$ cat config.mk
export PLATFORM = sky130hd
export DESIGN_NAME = glyph_bitmap_rotate_90_unit
export DESIGN_NICKNAME = d
export VERILOG_FILES = /design/src/hw/rtl/gbr90_pkg.sv /design/src/hw/rtl/gbr90_ram.sv /design/src/hw/rtl/gbr90_scatter.sv /design/src/hw/rtl/gbr90_dest.sv /design/src/hw/rtl/glyph_bitmap_rotate_90_unit.sv
export SDC_FILE = /design/constraint.sdc
export NUM_CORES = 2
export LEC_CHECK = 0
export BUFFER_PORTS_ARGS = -buffer_cell sky130_fd_sc_hd__buf_2
export CAP_MARGIN = 10
export CORE_UTILIZATION = 59
export DETAILED_ROUTE_END_ITERATION = 10
export GPL_TIMING_DRIVEN = 0
export MAX_ROUTING_LAYER = met4
export PLACE_DENSITY = 0.75
export SYNTH_ARGS = -nofsm -noshare
export SYNTH_HDL_FRONTEND = slang
export SYNTH_SLANG_ARGS = --single-unit
$ cat constraint.sdc
create_clock -name clk_i -period 6.8 [get_ports clk_i]
set_input_delay 1.36 -clock clk_i [delete_from_list [all_inputs] [get_ports clk_i]]
set_output_delay 1.36 -clock clk_i [all_outputs]
set_load 0.01 [all_outputs]
$ cat src/hw/rtl/gbr90_pkg.sv
// Shared types, constants and geometry helpers for the glyph rotate block.
// No dependencies; gbr90_scatter, gbr90_dest and the top level import this package.
package gbr90_pkg;

  localparam int MaxWidth  = 32;
  localparam int MaxHeight = 32;
  localparam int RowW      = MaxWidth;
  localparam int RowIdxW   = $clog2(MaxHeight);
  localparam int SizeW     = 6;
  localparam int CfgAddrW  = 3;
  localparam int CfgDataW  = 32;

  // Register indexes of the configuration port.
  typedef enum logic [CfgAddrW-1:0] {
    CFG_CELL_WIDTH  = 3'd0,
    CFG_CELL_HEIGHT = 3'd1,
    CFG_INK_WIDTH   = 3'd2,
    CFG_INK_HEIGHT  = 3'd3,
    CFG_CLOCKWISE   = 3'd4
  } cfg_idx_e;

  localparam logic [SizeW-1:0] CellWidthRst  = 6'd8;
  localparam logic [SizeW-1:0] CellHeightRst = 6'd16;
  localparam logic [SizeW-1:0] InkWidthRst   = 6'd8;
  localparam logic [SizeW-1:0] InkHeightRst  = 6'd16;

  typedef enum logic [1:0] {
    ST_LOAD,
    ST_SCAN,
    ST_EMIT
  } state_e;

  // Cell geometry, latched when the last row of a cell arrives.
  typedef struct packed {
    logic signed [6:0] shift;     // row alignment of a source word
    logic signed [6:0] col_base;  // destination column of source row 0
    logic [SizeW-1:0]  cw;
    logic [SizeW-1:0]  ch;
    logic [SizeW-1:0]  gh;
    logic [RowW-1:0]   gw_mask;
    logic [RowW-1:0]   ch_mask;
    logic              cwise;
  } geom_t;

  // One column write into the destination buffer.
  typedef struct packed {
    logic               en;
    logic [RowIdxW-1:0] col;
    logic [RowW-1:0]    bits;
  } col_wr_t;

  function automatic logic [SizeW-1:0] clamp_size(input logic [SizeW-1:0] v,
                                                  input logic [SizeW-1:0] hi);
    logic [SizeW-1:0] r;
    r = v;
    if (v == '0) r = SizeW'(1);
    else if (v > hi) r = hi;
    return r;
  endfunction

  function automatic geom_t calc_geom(input logic [SizeW-1:0] cw_r,
                                      input logic [SizeW-1:0] ch_r,
                                      input logic [SizeW-1:0] iw_r,
                                      input logic [SizeW-1:0] ih_r,
                                      input logic             cwise);
    geom_t             g;
    logic [SizeW-1:0]  cw;
    logic [SizeW-1:0]  ch;
    logic [SizeW-1:0]  gw;
    logic [SizeW-1:0]  gh;
    logic signed [6:0] hw;
    logic signed [6:0] hh;
    cw = clamp_size(cw_r, SizeW'(MaxWidth));
    ch = clamp_size(ch_r, SizeW'(MaxHeight));
    gw = clamp_size(iw_r, cw);
    gh = clamp_size(ih_r, ch);
    hw = $signed({2'b00, gw[SizeW-1:1]});
    hh = $signed({2'b00, gh[SizeW-1:1]});
    g.cw      = cw;
    g.ch      = ch;
    g.gh      = gh;
    g.cwise   = cwise;
    g.gw_mask = ~({RowW{1'b1}} << gw);
    g.ch_mask = ~({RowW{1'b1}} << ch);
    if (cwise) begin
      // top row l1 = gh/2 + gw/2 - 1, word is bit-reversed before alignment
      g.shift    = hh + hw - 7'sd1 - 7'(RowW - 1);
      g.col_base = hw - hh;
    end else begin
      g.shift    = hh - hw;
      g.col_base = hw + hh - 7'sd1;
    end
    return g;
  endfunction

endpackage

$ cat src/hw/rtl/gbr90_ram.sv
// Generic single-write, single-read RAM with registered read data.
// No dependencies.
module gbr90_ram #(
  parameter int Width = 32,
  parameter int Depth = 32
) (
  input  logic                     clk_i,
  input  logic                     we_i,
  input  logic [$clog2(Depth)-1:0] waddr_i,
  input  logic [Width-1:0]         wdata_i,
  input  logic                     re_i,
  input  logic [$clog2(Depth)-1:0] raddr_i,
  output logic [Width-1:0]         rdata_o
);

  logic [Width-1:0] mem_q [Depth];
  logic [Width-1:0] rdata_q;

  always_ff @(posedge clk_i) begin
    if (we_i) begin
      mem_q[waddr_i] <= wdata_i;
    end
    if (re_i) begin
      rdata_q <= mem_q[raddr_i];
    end
  end

  assign rdata_o = rdata_q;

endmodule

$ cat src/hw/rtl/gbr90_scatter.sv
// Shared rotate unit: turns one source row into one destination column.
// Depends on gbr90_pkg for the geometry and column-write types.
module gbr90_scatter import gbr90_pkg::*; (
  input  geom_t              geom_i,
  input  logic               vld_i,
  input  logic [RowIdxW-1:0] idx_i,
  input  logic [RowW-1:0]    src_i,
  output col_wr_t            wr_o
);

  logic signed [6:0] col;
  logic signed [6:0] idx_s;
  logic [6:0]        neg_shift;
  logic [RowW-1:0]   ink;
  logic [RowW-1:0]   word;
  logic [RowW-1:0]   aligned;

  assign idx_s = $signed({{(7-RowIdxW){1'b0}}, idx_i});
  assign col   = geom_i.cwise ? geom_i.col_base + idx_s : geom_i.col_base - idx_s;
  assign ink   = src_i & geom_i.gw_mask;
  assign neg_shift = 7'(-geom_i.shift);

  always_comb begin
    for (int k = 0; k < RowW; k++) begin
      word[k] = geom_i.cwise ? ink[RowW-1-k] : ink[k];
    end
    if (geom_i.shift[6]) begin
      aligned = word >> neg_shift[5:0];
    end else begin
      aligned = word << geom_i.shift[5:0];
    end
  end

  assign wr_o.en   = vld_i && !col[6] && (col[5:0] < geom_i.cw);
  assign wr_o.col  = col[RowIdxW-1:0];
  assign wr_o.bits = aligned & geom_i.ch_mask;

endmodule

$ cat src/hw/rtl/gbr90_dest.sv
// Destination cell buffer: column writes while scanning, row shift-out while emitting.
// Depends on gbr90_pkg for the column-write type.
module gbr90_dest import gbr90_pkg::*; (
  input  logic            clk_i,
  input  logic            clear_i,
  input  col_wr_t         wr_i,
  input  logic            shift_i,
  output logic [RowW-1:0] head_o
);

  logic [RowW-1:0] row_q [MaxHeight];

  always_ff @(posedge clk_i) begin
    for (int r = 0; r < MaxHeight; r++) begin
      if (clear_i) begin
        row_q[r] <= '0;
      end else if (wr_i.en) begin
        row_q[r][wr_i.col] <= wr_i.bits[r];
      end else if (shift_i) begin
        row_q[r] <= (r == MaxHeight - 1) ? '0 : row_q[(r + 1) % MaxHeight];
      end
    end
  end

  assign head_o = row_q[0];

endmodule

$ cat src/hw/rtl/glyph_bitmap_rotate_90_unit.sv
// Glyph cell 90-degree rotator, top level.
// Depends on gbr90_pkg, gbr90_ram, gbr90_scatter and gbr90_dest.
//
// Usage:
//   Input channel (in_valid_i/in_ready_o, row_bits_i) takes one source cell
//   row per beat, bit j being column j. One beat is taken per cycle while
//   loading. The beat that completes cell_height rows starts the rotation.
//   The block then drops in_ready_o, reads the ink rows back from the row
//   RAM one per cycle and folds each into one destination column through a
//   shared rotate unit.
//   Next the output channel (out_valid_o/out_ready_i) carries cell_height
//   result beats, one row each, at up to one per cycle from the registered
//   row buffer; last_row_o marks the final row. A stalled receiver simply
//   holds the current row; nothing is lost. After the last beat the block
//   takes rows again in the following cycle.
//   Configuration writes (cfg_valid_i/cfg_ready_o, cfg_addr_i, cfg_data_i)
//   are always taken; write only while the block is idle.
//   Reset clears the row count and loads the default 8x16 geometry.
module glyph_bitmap_rotate_90_unit import gbr90_pkg::*; (
  input  logic                clk_i,
  input  logic                rst_ni,
  input  logic                cfg_valid_i,
  output logic                cfg_ready_o,
  input  logic [CfgAddrW-1:0] cfg_addr_i,
  input  logic [CfgDataW-1:0] cfg_data_i,
  input  logic                in_valid_i,
  output logic                in_ready_o,
  input  logic [RowW-1:0]     row_bits_i,
  output logic                out_valid_o,
  input  logic                out_ready_i,
  output logic [RowW-1:0]     rotated_row_o,
  output logic                last_row_o
);

  // Configuration registers.
  logic [SizeW-1:0] cell_w_q, cell_h_q, ink_w_q, ink_h_q;
  logic             cwise_q;

  // Sequencer.
  state_e             state_q, state_d;
  logic [SizeW-1:0]   rows_q, rows_d;      // rows loaded for this cell
  logic [SizeW-1:0]   scan_q, scan_d;      // next RAM row to read
  logic [SizeW-1:0]   emit_q, emit_d;      // result rows delivered
  logic               rd_vld_q, rd_vld_d;  // RAM data valid this cycle
  logic [RowIdxW-1:0] rd_idx_q, rd_idx_d;
  geom_t              geom_q, geom_now;

  logic            in_beat, out_beat, last_load, rd_en, dest_clear;
  logic [SizeW-1:0] rows_inc;
  logic [RowW-1:0] ram_rdata;
  col_wr_t         col_wr;

  assign cfg_ready_o = 1'b1;

  always_ff @(posedge clk_i or negedge rst_ni) begin
    if (!rst_ni) begin
      cell_w_q <= CellWidthRst;
      cell_h_q <= CellHeightRst;
      ink_w_q  <= InkWidthRst;
      ink_h_q  <= InkHeightRst;
      cwise_q  <= 1'b0;
    end else if (cfg_valid_i && cfg_ready_o) begin
      case (cfg_idx_e'(cfg_addr_i))
        CFG_CELL_WIDTH:  cell_w_q <= cfg_data_i[SizeW-1:0];
        CFG_CELL_HEIGHT: cell_h_q <= cfg_data_i[SizeW-1:0];
        CFG_INK_WIDTH:   ink_w_q  <= cfg_data_i[SizeW-1:0];
        CFG_INK_HEIGHT:  ink_h_q  <= cfg_data_i[SizeW-1:0];
        CFG_CLOCKWISE:   cwise_q  <= cfg_data_i[0];
        default:         ; // drop writes beyond the register list
      endcase
    end
  end

  assign geom_now  = calc_geom(cell_w_q, cell_h_q, ink_w_q, ink_h_q, cwise_q);
  assign in_beat   = in_valid_i && in_ready_o;
  assign out_beat  = out_valid_o && out_ready_i;
  assign rows_inc  = rows_q + SizeW'(1);
  assign last_load = in_beat && (rows_inc >= geom_now.ch);

  always_ff @(posedge clk_i or negedge rst_ni) begin
    if (!rst_ni) begin
      state_q  <= ST_LOAD;
      rows_q   <= '0;
      scan_q   <= '0;
      emit_q   <= '0;
      rd_vld_q <= 1'b0;
    end else begin
      state_q  <= state_d;
      rows_q   <= rows_d;
      scan_q   <= scan_d;
      emit_q   <= emit_d;
      rd_vld_q <= rd_vld_d;
    end
  end

  // Payload-only registers.
  always_ff @(posedge clk_i) begin
    rd_idx_q <= rd_idx_d;
    if (last_load) begin
      geom_q <= geom_now;
    end
  end

  always_comb begin
    state_d     = state_q;
    rows_d      = rows_q;
    scan_d      = scan_q;
    emit_d      = emit_q;
    rd_en       = 1'b0;
    rd_vld_d    = 1'b0;
    rd_idx_d    = scan_q[RowIdxW-1:0];
    dest_clear  = 1'b0;
    in_ready_o  = 1'b0;
    out_valid_o = 1'b0;
    case (state_q)
      ST_LOAD: begin
        in_ready_o = 1'b1;
        if (last_load) begin
          // last row of the cell: clear the buffer and start the scan
          rows_d     = '0;
          scan_d     = '0;
          dest_clear = 1'b1;
          state_d    = ST_SCAN;
        end else if (in_beat) begin
          rows_d = rows_inc;
        end
      end
      ST_SCAN: begin
        if (scan_q < geom_q.gh) begin
          rd_en    = 1'b1;
          rd_vld_d = 1'b1;
          scan_d   = scan_q + SizeW'(1);
        end
        if (rd_vld_q && (SizeW'(rd_idx_q) == geom_q.gh - SizeW'(1))) begin
          emit_d  = '0;
          state_d = ST_EMIT;
        end
      end
      ST_EMIT: begin
        out_valid_o = 1'b1;
        if (out_beat) begin
          emit_d = emit_q + SizeW'(1);
          if (last_row_o) begin
            state_d = ST_LOAD;
          end
        end
      end
      default: state_d = ST_LOAD;
    endcase
  end

  assign last_row_o = (emit_q == geom_q.ch - SizeW'(1));

  gbr90_ram #(
    .Width (RowW),
    .Depth (MaxHeight)
  ) u_rows (
    .clk_i   (clk_i),
    .we_i    (in_beat),
    .waddr_i (rows_q[RowIdxW-1:0]),
    .wdata_i (row_bits_i),
    .re_i    (rd_en),
    .raddr_i (scan_q[RowIdxW-1:0]),
    .rdata_o (ram_rdata)
  );

  gbr90_scatter u_scatter (
    .geom_i (geom_q),
    .vld_i  (rd_vld_q),
    .idx_i  (rd_idx_q),
    .src_i  (ram_rdata),
    .wr_o   (col_wr)
  );

  gbr90_dest u_dest (
    .clk_i   (clk_i),
    .clear_i (dest_clear),
    .wr_i    (col_wr),
    .shift_i (out_beat),
    .head_o  (rotated_row_o)
  );

`ifndef SYNTHESIS
  a_no_overlap: assert property (@(posedge clk_i) disable iff (!rst_ni)
    !(in_ready_o && out_valid_o))
    else $error("input and output open together");

  a_last_returns: assert property (@(posedge clk_i) disable iff (!rst_ni)
    out_beat && last_row_o |=> in_ready_o)
    else $error("block did not return to loading after last row");

  a_emit_bound: assert property (@(posedge clk_i) disable iff (!rst_ni)
    state_q == ST_EMIT |-> emit_q < geom_q.ch)
    else $error("emit count beyond cell height");

  a_rd_in_scan: assert property (@(posedge clk_i) disable iff (!rst_ni)
    rd_vld_q |-> state_q == ST_SCAN)
    else $error("row read data outside scan");

  a_col_in_cell: assert property (@(posedge clk_i) disable iff (!rst_ni)
    col_wr.en |-> SizeW'(col_wr.col) < geom_q.cw)
    else $error("column write outside cell");
`endif

endmodule
==> metrics <==
DRT antenna net count=0; via count of the first global-routing pass=57,500; die width=about 400 um; Max Cap Viol=0; Cells after Synth=about 6,300; Starting DRT DRC Count=around 8,100; # setup viols final=0; Reg2Reg Depth=23; Most used DFF post-synth=edfxtp_1; WL final=about 270 mm; Vias=58,400; Fillers=roughly 10,000; register area=66,600 um2; die area=161,000 um2; PortBufs=80; Min-Delay Path Class=reg2reg; DR WL/cell=~30 um; P per Cell Area=272 nW/um2; worst relative slew slack=0.0629; largest net degree at the start of global routing=roughly 70; Area Growth Syn to Fin=12.4%; Final GP Congestion=0.987; worst reg2reg startpoint=geom_q[0]; mapped cell area=93,800 um2; num rows=145; dpl cells=8,495; CTS tree=built; unrepaired setup endpoints after global routing=no; fraction of final layout cells sized beyond drive strength 1=0.158; clk buf depth=3; global-route usage over all layers=0.339; Period Utilization, post-route=0.973; die height=about 400 um; worst path required time=around 7500 ps; minimum clock period=around 6600 ps; Setup TNS Final=0 ps; Yosys cell types=between 80 and 90; worst clock skew=around 98 ps; total gr overflow=0; H-tree levels=4; total clock buffers created by CTS=212; Place WS=-1560 ps; worst-margin pin slew=between 1000 and 1500 ps; Static Leak=32.0 nW; post-synth top area cell=edfxtp_1; CTS root buf=clkbuf_16; Core Region=~160,000 um2; Post-DP HPWL=around 180 mm; Syn Area/Cell=between 10 and 15 um2; largest cells by area after synthesis=edfxtp_1 (70%), mux4_2 (9.2%), nand2_1 (4.8%); Final Hold Viols=0; initial antenna violation count=15; fmax=between 150 and 200 MHz; area of the multi-input gates=roughly 25,000 um2; EDFF count, synth=2,176; commonest non-fill, non-tap cell in the layout=edfxtp_1; worst vdd ir=a little under 0.3 mV; initial core utilization=0.597; Data arrival, critical path=~7300 ps; worst skew pair latency=a little over 900 ps; first-pass GRT wire length=roughly 380 mm; Detailed Routing Iterations Pass 1=6; reg2reg end=u_dest.row_q[0][368]; asr flop ratio synth=0.0207; status=finished clean; final worst setup slack=approximately 180 ps; Worst setup EP type=register; Ports=108; Slew Viols, Final=0; Critical Path End=u_dest.row_q[0][368]; DRC errors left=0; Startpoint Class=register; sequential share of the synthesized area=0.710; clock sink total=between 2,000 and 2,500; Setup crit start=geom_q[0]; FF+latch count, synth=2,227; final net count=slightly below 7,000; Yosys top cell area share=0.697; Yosys warnings=0; CP max FO=10; Reg2Reg Setup Slack=about 180 ps; most frequent cells in the layout=edfxtp_1 (2,176), nand2_1 (1,171), o21ai_0 (823), clkbuf_1 (407), mux4_2 (384); critical path type=reg2reg; Post-Layout Cell Count=~8,900; worst hold slack=472 ps; Via density=6.55; CTS clk-pin slew, worst paths=approximately 60 ps
-- power breakdown --
group | total, W | switching, W | internal, W
sequential | 0.0151 | 0.0000392 | 0.0151
clock | 0.0118 | 0.00531 | 0.00652
combinational | 0.00170 | 0.00110 | 0.000601
total | 0.0286 | 0.00644 | 0.0222
-- flip-flops by register name, indices dropped and copies added (netlist names), 2 cells and up --
| signal | cells |
|---|---|
| rd_idx_q | 5 |
| state_q | 2 |
| u_rows.mem_q | 1024 |
| scan_q | 6 |
| cell_w_q | 6 |
| ink_w_q | 6 |
| geom_q | 96 |
| rows_q | 6 |
| cell_h_q | 6 |
| emit_q | 6 |
| ink_h_q | 6 |
| u_rows.rdata_o | 32 |
| u_dest.row_q | 1024 |
-- cell usage after synthesis (8+ instances only) --
master	number
xnor2_1	32
inv_2	9
buf_4	43
a31oi_1	9
mux4_2	384
edfxtp_1	2176
clkbuf_1	364
a32o_1	14
and2_1	17
ha_1	62
nand2b_1	22
a22oi_1	8
dfrtp_1	42
inv_1	70
nand4_1	12
mux2_2	61
a211oi_1	8
nand3_1	55
and3_1	8
mux2i_1	103
xor2_1	24
nand2_1	1201
a22o_1	21
a21o_1	15
buf_2	46
nor3_1	35
o21ai_1	237
buf_1	36
o21ai_0	823
o211ai_1	9
a21oi_1	45
nor2_1	206
-- how the worst min path moves through the flow --
| stage | to | depth (start not counted) | from |
|---|---|---|---|
| floorplan | rd_idx_q[0] | 0 | scan_q[0] |
| global placement | cell_w_q[0] | 1 | cell_w_q[0] |
| detailed placement | u_dest.row_q[1][240] | 2 | u_dest.row_q[1][272] |
| CTS | u_dest.row_q[1][95] | 2 | u_dest.row_q[1][127] |
| global route | u_dest.row_q[1][223] | 2 | u_dest.row_q[1][255] |
| finish | u_dest.row_q[1][233] | 2 | u_dest.row_q[1][265] |
-- repair_timing --
| item | 4_1_cts | 5_1_grt |
|---|---|---|
| setup endpoints to repair | 1888 | 581 |
| setup buffers | 9 | 2 |
| pin swaps | 3 | 1 |
| resized for setup | 47 | 16 |
| hold buffers | 0 | 0 |
-- layout make-up --
type | instances | area share
sequential | 2227 | 0.631
multi-input combinational | 3511 | 0.240
clock buffer | 269 | 0.0529
tap | 2058 | 0.0244
buffer | 491 | 0.0199
timing repair buffer | 145 | 0.0160
clock inverter | 117 | 0.0122
inverter | 80 | 0.00288
antenna | 12 | 0.000285
-- worst max-delay path: stages (launching register included) --
cell	delay, ps
edfxtp_1	320
buf_4	210
buf_6	200
buf_4	240
buf_4	250
mux2_2	380
inv_1	70
fa_1	200
inv_1	50
a21oi_1	120
o21bai_1	160
xnor2_4	530
clkinvlp_4	210
buf_4	230
ha_1	310
nand2_1	60
o21ai_1	120
nand2_1	160
a31oi_2	550
buf_2	420
clkbuf_1	630
clkbuf_1	740
nand2_1	150
o21ai_0	140
-- cell families after synthesis --
group | Yosys count | share of synthesized area
AOI/OAI and AO/OA | 1229 | 0.0703
xor gates and xnor gates | 56 | 0.00523
adders and majority gates | 65 | 0.00880
buffers and inverters | 572 | 0.0255
DFF | 2227 | 0.710
muxes | 549 | 0.111
other | 1 | 0.0000400
and+or+nand+nor | 1609 | 0.0695
-- layer usage --
metal | GRT usage | vias to the layer above | routed length [um] | share of wire
met1 | 0.407 | 29000 | 92900 | 0.34
met2 | 0.540 | 3949 | 134000 | 0.50
met5 | - | - | 0 | 0
li1 | - | 24500 | - | -
met3 | 0.0539 | 869 | 24200 | 0.089
met4 | 0.212 | 0 | 19800 | 0.073
-- through the flow --
stage | cell area (um2) | util | total power, W
5_1_grt | 105000 | 0.671 | 0.0293
3_5_place_dp | 98100 | 0.625 | 0.0171
6_report | 105000 | 0.671 | 0.0286
2_1_floorplan | 93800 | - | 0.0166
3_3_place_gp | 96800 | 0.616 | 0.0170
4_1_cts | 105000 | 0.670 | 0.0286
Power figures use the tool's default switching activity.
